### src/hdl/pidsd_pkg.sv
// ----------------------------------------------------------------------------
// pidsd_pkg
// Shared widths, register indexes, case codes and stage records for the
// incremental pid step with coarse band and dead band.
// ----------------------------------------------------------------------------
package pidsd_pkg;

  localparam int SAMPLE_WIDTH = 16;
  localparam int GAIN_W       = 16;
  localparam int BAND_W       = 16;
  localparam int LIMIT_W      = 15;
  localparam int DRIVE_W      = 16;
  localparam int CFG_IDX_W    = 3;
  localparam int CFG_DATA_W   = 16;

  localparam int ERR_W = SAMPLE_WIDTH + 1;
  localparam int CMP_W = ERR_W + 1;
  localparam int DP_W  = ERR_W + 1;
  localparam int DD_W  = ERR_W + 2;
  localparam int PP_W  = GAIN_W + 1 + DP_W;
  localparam int PI_W  = GAIN_W + 1 + ERR_W;
  localparam int PD_W  = GAIN_W + 1 + DD_W;
  localparam int SUM_W = PD_W + 2;

  localparam logic [CFG_IDX_W-1:0] REG_SETPOINT    = 3'd0;
  localparam logic [CFG_IDX_W-1:0] REG_GAIN_P      = 3'd1;
  localparam logic [CFG_IDX_W-1:0] REG_GAIN_I      = 3'd2;
  localparam logic [CFG_IDX_W-1:0] REG_GAIN_D      = 3'd3;
  localparam logic [CFG_IDX_W-1:0] REG_COARSE_BAND = 3'd4;
  localparam logic [CFG_IDX_W-1:0] REG_DEAD_BAND   = 3'd5;
  localparam logic [CFG_IDX_W-1:0] REG_OUTPUT_LIM  = 3'd6;

  localparam logic [LIMIT_W-1:0] LIMIT_RESET = {LIMIT_W{1'b1}};

  typedef logic [2:0] kind_t;
  localparam kind_t KIND_HOLD = 3'd0;
  localparam kind_t KIND_POS  = 3'd1;
  localparam kind_t KIND_NEG  = 3'd2;
  localparam kind_t KIND_ZERO = 3'd3;
  localparam kind_t KIND_PID  = 3'd4;

  typedef struct packed {
    logic [SAMPLE_WIDTH-1:0] setpoint;
    logic [GAIN_W-1:0]       gain_p;
    logic [GAIN_W-1:0]       gain_i;
    logic [GAIN_W-1:0]       gain_d;
    logic [BAND_W-1:0]       coarse_band;
    logic [BAND_W-1:0]       dead_band;
    logic [LIMIT_W-1:0]      output_limit;
  } cfg_t;

  typedef struct packed {
    kind_t                   kind;
    logic signed [ERR_W-1:0] e0;
    logic signed [DP_W-1:0]  dp;
    logic signed [DD_W-1:0]  dd;
  } err_t;

  typedef struct packed {
    kind_t                  kind;
    logic signed [PP_W-1:0] prod_p;
    logic signed [PI_W-1:0] prod_i;
    logic signed [PD_W-1:0] prod_d;
  } prod_t;

endpackage

### src/hdl/pidsd_err_stage.sv
// ----------------------------------------------------------------------------
// pidsd_err_stage
// Forms the error, picks the band case, keeps the error history and
// registers the differences for the multiplier stage.
// ----------------------------------------------------------------------------
module pidsd_err_stage
  import pidsd_pkg::*;
(
  input  logic                    clk,
  input  logic                    rst,
  input  cfg_t                    cfg,
  input  logic                    in_valid,
  output logic                    in_ready,
  input  logic [SAMPLE_WIDTH-1:0] measured,
  output logic                    out_valid,
  input  logic                    out_ready,
  output err_t                    out_data
);

  logic signed [ERR_W-1:0] hist0;
  logic signed [ERR_W-1:0] hist1;
  logic signed [ERR_W-1:0] err;
  logic signed [CMP_W-1:0] err_x;
  logic signed [CMP_W-1:0] cb_x;
  logic signed [CMP_W-1:0] db_x;
  logic                    load;
  err_t                    data_next;

  assign in_ready = !out_valid || out_ready;
  assign load     = in_valid && in_ready;

  always_comb begin
    err   = $signed({1'b0, cfg.setpoint}) - $signed({1'b0, measured});
    err_x = CMP_W'(err);
    cb_x  = $signed(CMP_W'(cfg.coarse_band));
    db_x  = $signed(CMP_W'(cfg.dead_band));
    data_next.e0 = err;
    data_next.dp = DP_W'(err) - DP_W'(hist0);
    data_next.dd = DD_W'(err) + DD_W'(hist1) - (DD_W'(hist0) <<< 1);
    if (err == '0) begin
      data_next.kind = KIND_HOLD;
    end else if (err_x > cb_x) begin
      data_next.kind = KIND_POS;
    end else if (err_x < -cb_x) begin
      data_next.kind = KIND_NEG;
    end else if (err_x < db_x && err_x > -db_x) begin
      data_next.kind = KIND_ZERO;
    end else begin
      data_next.kind = KIND_PID;
    end
  end

  always_ff @(posedge clk) begin
    if (rst) begin
      out_valid <= 1'b0;
      hist0     <= '0;
      hist1     <= '0;
    end else begin
      if (in_ready) begin
        out_valid <= in_valid;
      end
      if (load && data_next.kind == KIND_PID) begin
        hist0 <= err;
        hist1 <= hist0;
      end
    end
  end

  always_ff @(posedge clk) begin
    if (load) begin
      out_data <= data_next;
    end
  end

endmodule

### config.mk
export PLATFORM = sky130hd
export DESIGN_NAME = pidsd_err_stage
export DESIGN_NICKNAME = d
export VERILOG_FILES = /design/src/hdl/pidsd_pkg.sv /design/src/hdl/pidsd_err_stage.sv
export SDC_FILE = /design/constraint.sdc
export NUM_CORES = 1
export LEC_CHECK = 0
export ABC_CLOCK_PERIOD_IN_PS = 6800
export BUFFER_PORTS_ARGS = -buffer_cell sky130_fd_sc_hd__buf_4
export CORE_UTILIZATION = 50
export CTS_CLUSTER_DIAMETER = 100
export DETAILED_ROUTE_END_ITERATION = 10
export GPL_ROUTABILITY_DRIVEN = 0
export GPL_TIMING_DRIVEN = 1
export PLACE_DENSITY = 0.75
export SETUP_SLACK_MARGIN = 0.4
export SKIP_LAST_GASP = 1
export SLEW_MARGIN = 40
export SYNTH_ARGS = -nofsm -noshare
export SYNTH_HDL_FRONTEND = slang
export SYNTH_SLANG_ARGS = --single-unit
### constraint.sdc
create_clock -name clk -period 6.8 [get_ports clk]
set_input_delay 0.68 -clock clk [delete_from_list [all_inputs] [get_ports clk]]
set_output_delay 0.68 -clock clk [all_outputs]
set_load 0.005 [all_outputs]
Word-level counts from Yosys, hierarchy flattened
Index checks and enable logic that the tools add are counted.
{ "classes": {"addsub": 6, "n_lt_le_gt_ge": 4, "eq_ne": 1, "muxes": 4, "n_reduce_logical": 6} }
{ "op_table": {"columns": ["operator", "count"], "rows": [
  ["$neg 16->18", 2],
  ["$sub 18x18->19", 1],
  ["$add 17x17->18", 1],
  ["$gt 17x18->1", 1],
  ["$lt 17x18->1", 1],
  ["$sub 17x17->18", 1],
  ["$gt 17x17->1", 1],
  ["$logic_not 17->1", 1],
  ["$lt 17x17->1", 1],
  ["$sub 16x16->17", 1],
  ["$mux 3", 4],
  ["$eq 3x3->1 const B", 1],
  ["$logic_and 1x1->1", 3],
  ["$logic_not 1->1", 1],
  ["$logic_or 1x1->1", 1]
]} }
{ "word_totals": {"regBits": 92, "in_bits": 131, "out_inout_bits": 59, "elab_cells": 28} }

Longest topological paths before layout
Gate-level depths: netlist (run 1).
{ "depth": {"depth_word": 9, "ltp_mapped": 24, "depth_no_buf": 22} }

Worst setup path after synthesis (run 1)
No wires, ideal clock.
{ "synth_timing": {"kind": "input -> register", "start": "input cfg[95] (netlist name)", "end": "register hist1[10]", "setup_ns": 0.121, "arrival_time_ns": 4.927, "t_required_ns": 6.679, "slack_ns": 1.751, "cell_stages": 23, "path_buffers": 1, "cell_sequence": "inv_1 ha_1 inv_1 fa_1 a211oi_1 or4_4 a31oi_4 o21ai_4 nand2b_1 a21o_1 a31o_2 inv_1 ha_1 a211oi_1 nand2_1 a31oi_1 a32oi_1 a21oi_1 o2bb2ai_1 a31oi_1 nand4b_2 buf_4 mux2i_1"} }
{ "synth_rtl": {"columns": ["element", "line", "text"], "rows": [
  ["start, declared", "pidsd_err_stage.sv:11", "input cfg_t cfg,"],
  ["end signal, assigned", "pidsd_err_stage.sv:64", "hist1 <= hist0;"],
  ["end, declared", "pidsd_err_stage.sv:21", "logic signed [ERR_W-1:0] hist1;"]
]} }

==> results of run 1 <==
state kept, by name, summed over array words and instances, names as in the netlist:
register,flops
out_data,57
out_valid,1
hist1,17
hist0,17
metrics by stage:
stage | std cells | total power, mW | util
floorplan | 872 | 1.75 | -
global placement | 1212 | 2.14 | 0.590
detailed placement | 1212 | 2.17 | 0.590
CTS | 1228 | 2.65 | 0.608
global route | 1228 | 2.86 | 0.609
finish | 1228 | 2.64 | 0.609
layer usage:
layer  wire [um]  vias to the layer above
li1            -                     3377
met1        7930                     3052
met2        8760                      185
met3         822                       29
met4         468                        0
met5           0                        -
final cells by class:
| cell class | instances | area [um^2] |
|---|---|---|
| Clock buffer | 10 | 229 |
| Clock inverter | 6 | 52.6 |
| Fill cell | 1367 | 6210 |
| Inverter | 108 | 408 |
| Multi-Input combinational cell | 657 | 5260 |
| Sequential cell | 92 | 2410 |
| Tap cell | 216 | 270 |
| Timing Repair Buffer | 139 | 1040 |
cells by family after synthesis:
kind of cell             Yosys count  share of synthesized area
XOR/XNOR                          68                     0.0732
flip-flops                        92                      0.297
buffers and inverters            123                     0.0597
adder cells (fa/ha/maj)          126                      0.209
AO/OA/AOI/OAI                    176                      0.146
AND/OR/NAND/NOR                  252                      0.172
multiplexers                      35                     0.0432
worst max-delay path, stage by stage:
cell and delay, ps:
buf_4 110, inv_1 50, ha_1 180, inv_1 60
fa_1 400, a211oi_1 260, or4_4 210, a31oi_4 90
o21ai_4 260, nand2b_1 100, a21o_1 220, a31o_2 320
inv_1 250, ha_1 300, a211oi_1 450, nand2_1 110
a31oi_1 150, a32oi_1 90, a21oi_1 180, o2bb2ai_1 100
a31oi_1 380, and4b_1 250, buf_4 330, mux2i_1 230
report_power, final:
group / switching (mW) / internal, mW / total [mW]
logic: 0.698 / 0.651 / 1.35
clock network: 0.218 / 0.255 / 0.473
registers: 0.0386 / 0.775 / 0.814
worst max-delay path by stage:
stage	startpoint	endpoint	slack, ps	cells after the start
after floorplan	cfg[95]	hist1[10]	1750	23
after global placement	cfg[95]	hist1[0]	990	24
after detailed placement	cfg[95]	hist0[5]	940	24
after CTS	cfg[95]	hist0[5]	1270	24
after global routing	cfg[95]	hist0[5]	900	24
final	cfg[95]	hist0[5]	1260	24
synth_stat cells (13+ instances only):
cell / n
a21o_1: 13
a21oi_1: 47
dfxtp_1: 35
edfxtp_1: 57
fa_1: 19
ha_1: 100
inv_1: 104
mux2i_1: 34
nand2_1: 33
nand2b_1: 56
nand3_1: 23
nor2_1: 44
nor3_1: 26
o21a_1: 15
o21ai_0: 27
xnor2_1: 55
xor2_1: 13
==> summary.md, run 1 <==
| Metric | Value |
|---|---|
| DRT Pass-1 Iters | 5 |
| WL final | 18.0 mm |
| Top FF cell, synth | edfxtp_1 |
| Global-route wire length before repair | 29.6 mm |
| Lkg Pwr | 4.27 nW |
| Least-Margin Pin Slew | 634 ps |
| Die area | 16800 um^2 |
| Worst-case reg-to-reg path depth | 14 |
| Dpl cell area | 9380 um^2 |
| Max Slew Vio Count | 0 |
| Congestion Overflow GR | 0 |
| Clock-pin slew on the worst setup and hold paths | 70 ps |
| Global Route Usage Sum | 0.226 |
| DRC viols | 0 |
| Syn_nets | 1122 |
| Ratio of cells with drive above 1 in the final layout | 0.180 |
| Max Fclk | 0.180 GHz |
| DR iter-0 viols | 364 |
| Largest cells by area after synthesis | edfxtp_1 (21%), ha_1 (15%), dfxtp_1 (8.6%) |
| Final TNS setup | 0 ps |
| Min Tclk post-route | 5540 ps |
| Ys async rst share | 0 |
| RSZ-0062 raised after global routing | false |
| Vias per std cell | 5.41 |
| Die Wd | 130 um |
| Hold WC Path Type | flip-flop to flip-flop |
| Sink Count | 92 |
| Hold EP | hist1[9] |
| Fin crit share | 0.815 |
| Worst Slack Setup Final | 1260 ps |
| Hold Path Depth | 2 |
| FF-to-FF Start | hist0[1] |
| CTS root buffer | clkbuf_16 |
| Setup bufs post-CTS | 0 |
| Commonest cells after routing, fill and taps aside | buf_4 (139), inv_1 (104), ha_1 (100), edfxtp_1 (57), nand2b_1 (56) |
| Vias in the first global route | 6325 |
| Crit path launch type | input port |
| # IOs | 190 |
| Busiest grt layer | met2 |
| Initial antenna violation count | 0 |
| CTS tree | yes |
| Core outline area | 15900 um^2 |
| Pwr dens | 272 nW/um^2 |
| Count of different cell masters after synthesis | 77 |
| Status | completed |
| CTS H-tree lvls | 3 |
| Cts repair resizes | 0 |
| Starting Density | 0.512 |
| Inserted Diodes | 0 |
| EDFF count, synth | 57 |
| Worst hold start | hist1[9] |
| Most common cell after layout, fill and taps aside | buf_4 |
| Synth Warn # | 0 |
| Detailed Place HPWL | 14.7 mm |
| DR vias | 6643 |
| Syn_area_per_cell | 9.33 um^2 |
| Core Rows | 46 |
| Final nets | 1257 |
| Top cell type by total area after synthesis | edfxtp_1 |
| Maximum clock path buffer count | 2 |
| Post-Synthesis Cells | 872 |
| Maximum vdd drop | 143 uV |
| Die height | 130 um |
| GR Layer Usage met3 | 0.0384 |
| Top cell type's share of synthesized area | 0.210 |
| Clock buffer count from CTS | 9 |
| Worst-path fanout max | 20 |
| Tightest hold margin | 481 ps |
| Wire per inst | 14.6 um |
| Critical path arrival | 5810 ps |
| GR Util met2 | 0.395 |
| Endpoint type of the worst setup path | flip-flop |
| Mapped Area | 8130 um^2 |
| Fin area | 9670 um^2 |
| Final Hold Viols | 0 |
| Max-cap check violation count | 0 |
| Largest net degree at the start of global routing | 53 |
| Setup CP Type | input port to flip-flop |
| #FFs+latches synth | 92 |
| Cts hold-fix bufs | 0 |
| Dpl ws | 943 ps |
| Worst reg-to-reg setup slack | 3110 ps |
| Post-DRT Antenna Nets | 0 |
| Layout Skew | 12.5 ps |
| FF-to-FF End | out_data[18] |
| Required @ worst endpoint | 7060 ps |
| Port bufs | 126 |
| Register area share after synthesis | 0.297 |
| Worst-Skew Late Latency | 340 ps |
| Met1 global-route usage | 0.275 |
| # setup viols final | 0 |
| Area growth, synth to finish | 19.0% |
| Relative max-transition margin | 0.576 |
No activity file was read; power rests on OpenSTA's default activity.
==> run 2: changes to the inputs <==
Settings changed: ABC_CLOCK_PERIOD_IN_PS 6800 to 4600, PLACE_DENSITY 0.75 to 0.78.
Clock period 6.8 ns to 4.6 ns, I/O delays scaled along.
==> summary.md, run 2 (synthesis results as in run 1) <==
| Metric | Value |
|---|---|
| Final Hold Viols | 0 (unchanged) |
| Congestion Overflow GR | 0 (unchanged) |
| Sw Share | 0.366 (+0.00408) |
| Worst-Skew Late Latency | 350 ps (about the same) |
| Min Tclk post-route | 4540 ps |
| Dpl cell area | 10200 um^2 (+8.9%) |
| Net Sw Power | 1.68 mW (+76%) |
| Maximum clock path buffer count | 2 (unchanged) |
| FF-to-FF Start | hist0[1] |
| Crit path launch type | input port |
| Initial antenna violation count | 0 (unchanged) |
| P_int | 2.91 mW (+73%) |
| DR iter-0 viols | 333 (-8.5%) |
| Largest Register | out_data |
| Die height | 130 um (unchanged) |
| Worst-path fanout max | 5 (-75%) |
| Critical path arrival | 4800 ps (-1010 ps) |
| Comb power frac | 0.582 (+0.070) |
| FILL cells | 1195 (-13%) |
| Inserted Diodes | 0 (unchanged) |
| Die area | 16800 um^2 (unchanged) |
| Fin crit share | 0.988 |
| Port bufs | 126 (unchanged) |
| RSZ-0062 raised after global routing | true |
| Worst hold start | in_valid |
| Layout Skew | 9.32 ps (-3.20 ps) |
| Largest net degree at the start of global routing | 53 (unchanged) |
| Required @ worst endpoint | 4860 ps (-2200 ps) |
| Global Route Usage Sum | 0.262 (+0.0364) |
| CTS root buffer | clkbuf_16 |
| Endpoint type of the worst setup path | flip-flop |
| DR vias | 7377 (+11%) |
| Sink Count | 92 (unchanged) |
| Wire per inst | 16.4 um (+12%) |
| Core outline area | 15900 um^2 (unchanged) |
| Fin area | 11300 um^2 (+17%) |
| CTS tree | yes |
| Core Rows | 46 (unchanged) |
| Vias in the first global route | 7300 (+15%) |
| Clock-pin slew on the worst setup and hold paths | 70 ps (about the same) |
| Max reg flops | 57 (unchanged) |
| WL final | 21.9 mm (+22%) |
| # IOs | 190 (unchanged) |
| Final nets | 1364 (+8.5%) |
| Clk pwr share | 0.155 (-0.024) |
| Max-cap check violation count | 0 (unchanged) |
| Max Fclk | 0.220 GHz |
| DRT Pass-1 Iters | 5 (unchanged) |
| Maximum vdd drop | 194 uV (+36%) |
| Die Wd | 130 um (unchanged) |
| Post-DRT Antenna Nets | 0 (unchanged) |
| Detailed Place HPWL | 16.0 mm (+9.0%) |
| Pwr dens | 407 nW/um^2 (+49%) |
| # setup viols final | 0 (unchanged) |
| Least-Margin Pin Slew | 691 ps (+56.5 ps) |
| Global-route wire length before repair | 34.3 mm (+16%) |
| Part of the power in registers | 0.263 (-0.046) |
| Worst reg-to-reg setup slack | 1190 ps (-1920 ps) |
| Worst Setup SP | cfg[95] |
| Setup CP Type | input port to flip-flop |
| Biggest regs | out_data x57, hist0 x17, hist1 x17 |
| Clock buffer count from CTS | 9 (unchanged) |
| Status | completed |
| Vias per std cell | 5.53 (+2.1%) |
| Fin util | 0.710 (+0.101) |
| Area growth, synth to finish | 38.7% |
| Starting Density | 0.512 (unchanged) |
| Relative max-transition margin | 0.539 (-0.0364) |
| Hold WC Path Type | input port to flip-flop |
| Design Power | 4.59 mW (+74%) |
| CTS H-tree lvls | 3 (unchanged) |
| Most common cell after layout, fill and taps aside | buf_4 |
| Max Slew Vio Count | 0 (unchanged) |
| Lkg Pwr | 4.90 nW (+15%) |
| Commonest cells after routing, fill and taps aside | buf_4 (228), inv_1 (100), ha_1 (86), edfxtp_1 (57), nand2b_1 (55) |
| DRC viols | 0 (unchanged) |
| Ratio of cells with drive above 1 in the final layout | 0.335 (+0.155) |
## run 2: power by group through the flow
stage	Clock (mW)	Sequential [mW]	Combinational, mW
4_1_cts	0.719	1.21	2.49
5_1_grt	0.759	1.22	2.93
6_report	0.711	1.21	2.67
3_5_place_dp	0	1.22	2.28
3_3_place_gp	0	1.22	2.21
2_1_floorplan	0	1.24	1.39
## run 2: critical path: stages
cell       delay [ps]
buf_8             110
inv_12             40
ha_4              120
inv_2              30
fa_2              340
a211oi_2          250
or2_4             180
o21ai_4            50
a21o_1            170
a21oi_2           170
xnor2_2           160
ha_1              290
o21a_1            190
a21oi_2           160
o31ai_1            90
a221oi_1          350
maj3_2            260
a32oi_2            70
a21oi_2           170
o2bb2ai_2          90
a31oi_2           210
and4b_4           330
buf_12            130
clkbuf_16         140
mux2i_1           240
## run 2: layer usage
metal,part of all wire,GRT usage
met1,0.41,0.315
met2,0.50,0.470
met3,0.053,0.0372
met4,0.043,0.106
met5,0,0
## run 2: area by class of cell
class	count	area, um^2	share of cell area
timing repair buffer	246	2010	0.178
multi-input combinational	657	5880	0.521
inverter	108	425	0.0377
clock buffer	10	229	0.0203
clock inverter	6	55.1	0.00488
tap	216	270	0.0240
sequential	92	2410	0.214
## run 2: final timing paths
kind                        to  cells past startpoint
hold / removal       out_valid                      3
setup reg to reg  out_data[17]                     15
setup / recovery      hist0[9]                     25
hold reg to reg      hist1[14]                      2
## run 2: what timing repair did
action	CTS	global route
setup buffers	14	7
pin swaps	18	42
setup endpoints to repair	44	46
hold endpoints to repair	0	0
gates cloned	2	2
resized for setup	60	45
hold buffers	0	0
## run 2: metrics by stage
step / hold WS, ps / setup TNS (ps) / std cells / setup WS (ps)
finish: 363 / 0 / 1335 / 56.3
global placement: 462 / -7630 / 1294 / -228
global route: 380 / -346 / 1335 / -81.4
CTS: 359 / 0 / 1326 / 199
floorplan: 452 / 0 / 872 / 141
detailed placement: 466 / -10640 / 1294 / -302
==> run 3: changes to the inputs <==
Settings changed: BUFFER_PORTS_ARGS -buffer_cell sky130_fd_sc_hd__buf_4 to -buffer_cell sky130_fd_sc_hd__buf_2.
==> summary.md, run 3 (synthesis results as in run 1) <==
| Metric | Value |
|---|---|
| Status | completed |
| Biggest regs | out_data x57, hist0 x17, hist1 x17 |
| Worst Slack Setup Final | 77.9 ps (+21.5 ps) |
| Max Slew Vio Count | 0 (unchanged) |
| Dpl cells | 1286 (-0.62%) |
| Final nets | 1353 (-0.81%) |
| Final Hold Viols | 0 (unchanged) |
| Worst-path fanout max | 5 (unchanged) |
| Core Rows | 46 (unchanged) |
| Pwr dens | 411 nW/um^2 (+1.0%) |
| Worst-Skew Late Latency | 350 ps (about the same) |
| Design Power | 4.40 mW (-4.0%) |
| CTS tree | yes |
| Ratio of cells with drive above 1 in the final layout | 0.311 (-0.0237) |
| Starting Density | 0.512 (unchanged) |
| Dpl cell area | 9840 um^2 (-3.7%) |
| Congestion Overflow GR | 0 (unchanged) |
| Wire per inst | 15.5 um (-5.6%) |
| Largest net degree at the start of global routing | 53 (unchanged) |
| Max reg flops | 57 (unchanged) |
| Initial antenna violation count | 1 (+1) |
| Global-route wire length before repair | 31.7 mm (-7.6%) |
| Critical path arrival | 4790 ps (about the same) |
| Maximum clock path buffer count | 2 (unchanged) |
| Least-Margin Pin Slew | 710 ps (+18.6 ps) |
| Vias per std cell | 5.42 (-2.0%) |
| Final TNS setup | 0 ps (unchanged) |
| Sink Count | 92 (unchanged) |
| Commonest cells after routing, fill and taps aside | buf_2 (125), inv_1 (101), buf_4 (98), ha_1 (89), edfxtp_1 (57) |
| Crit path launch type | input port |
| Post-Layout Cell Count | 1326 (-0.67%) |
| Area growth, synth to finish | 31.9% |
| Fin area | 10700 um^2 (-4.9%) |
| Relative max-transition margin | 0.527 (-0.0124) |
| Dpl ws | -285 ps (+16.9 ps) |
| FF-to-FF Start | hist0[1] |
| DRC viols | 0 (unchanged) |
| Die area | 16800 um^2 (unchanged) |
| FILL cells | 1233 (+3.2%) |
| CTS H-tree lvls | 3 (unchanged) |
| Worst Setup SP | cfg[95] |
| DR iter-0 viols | 399 (+20%) |
| Lkg Pwr | 4.73 nW (-3.4%) |
| Fin crit share | 0.983 (-0.00468) |
| CTS root buffer | clkbuf_16 |
| Vias in the first global route | 6917 (-5.2%) |
| Layout Skew | 11.7 ps (+2.40 ps) |
| Hold Path Depth | 3 (unchanged) |
| Die Wd | 130 um (unchanged) |
| Core outline area | 15900 um^2 (unchanged) |
| Largest Register | out_data |
| Setup CP Type | input port to flip-flop |
| Maximum vdd drop | 218 uV (+13%) |
| Max Fclk | 0.221 GHz (+0.48%) |
| WL final | 20.5 mm (-6.3%) |
| Detailed Place HPWL | 15.4 mm (-3.8%) |
| RSZ-0062 raised after global routing | true |
| Min Tclk post-route | 4520 ps (-21.5 ps) |
| Worst hold start | in_valid |
| DRT Pass-1 Iters | 5 (unchanged) |
| # IOs | 190 (unchanged) |
| Die height | 130 um (unchanged) |
| Endpoint type of the worst setup path | flip-flop |
| Port bufs | 126 (unchanged) |
| Global Route Usage Sum | 0.241 (-0.0210) |
| Clock-pin slew on the worst setup and hold paths | 70 ps (about the same) |
| Max-cap check violation count | 0 (unchanged) |
| # setup viols final | 0 (unchanged) |
| Hold WC Path Type | input port to flip-flop |
| DR vias | 7183 (-2.6%) |
| Most common cell after layout, fill and taps aside | buf_2 |
| Required @ worst endpoint | 4870 ps (about the same) |
| Clock buffer count from CTS | 9 (unchanged) |
| Worst-case reg-to-reg path depth | 15 (unchanged) |
| Post-DRT Antenna Nets | 0 (unchanged) |
-- run 3: critical path, stage by stage --
cell and delay [ps]:
buf_12 110, inv_12 40, ha_4 120, inv_2 40, fa_2 350, a211oi_2 250
or2_1 170, o21ai_2 70, a21o_1 170, a21oi_2 160, xnor2_2 180, ha_2 330
o21a_1 180, a21oi_2 120, o31ai_1 80, a221oi_1 350, maj3_2 260, a32oi_2 70
a21oi_2 170, o2bb2ai_2 80, a31oi_2 200, and4b_2 360, buf_12 150, buf_16 120
mux2i_1 210
-- run 3: what timing repair did --
item,in CTS,in global routing
cloned,2,1
endpoints found under the hold margin,0,0
buffers inserted,8,11
gates resized for setup,25,49
pin swaps,10,34
hold buffers,0,0
setup endpoints to repair,44,47
-- run 3: worst paths after layout --
kind	endpoint	slack, ps
min	out_valid	340
min reg2reg	hist1[13]	480
max	hist0[8]	80
max reg2reg	out_data[15]	1210
-- run 3: power by group --
group	switching (mW)	internal, mW
sequential	0.0511	1.15
combinational	1.23	1.24
clock	0.316	0.426
total	1.60	2.81
-- run 3: per-layer routing --
metal | track usage | up-vias | part of all wire
met2 | 0.417 | 226 | 0.48
met1 | 0.296 | 3341 | 0.43
met4 | 0.111 | 2 | 0.030
met5 | 0 | - | 0.00059
met3 | 0.0367 | 46 | 0.052
li1 | - | 3568 | -
-- run 3: area by class of cell --
cell class                 instances  area [um^2]  area share
sequential                        92         2410       0.225
multi-input combinational        657         5720       0.534
timing repair buffer             235         1590       0.148
antenna                            2         5.00    0.000467
clock buffer                      10          229      0.0213
inverter                         108          425      0.0397
tap                              216          270      0.0252
clock inverter                     6         70.1     0.00653
-- run 3: metrics by stage --
stage               utilization  hold WS [ps]
finish                    0.675           344
global route              0.675           377
CTS                       0.653           339
detailed placement        0.619           467
global placement          0.619           462
floorplan                     -           452
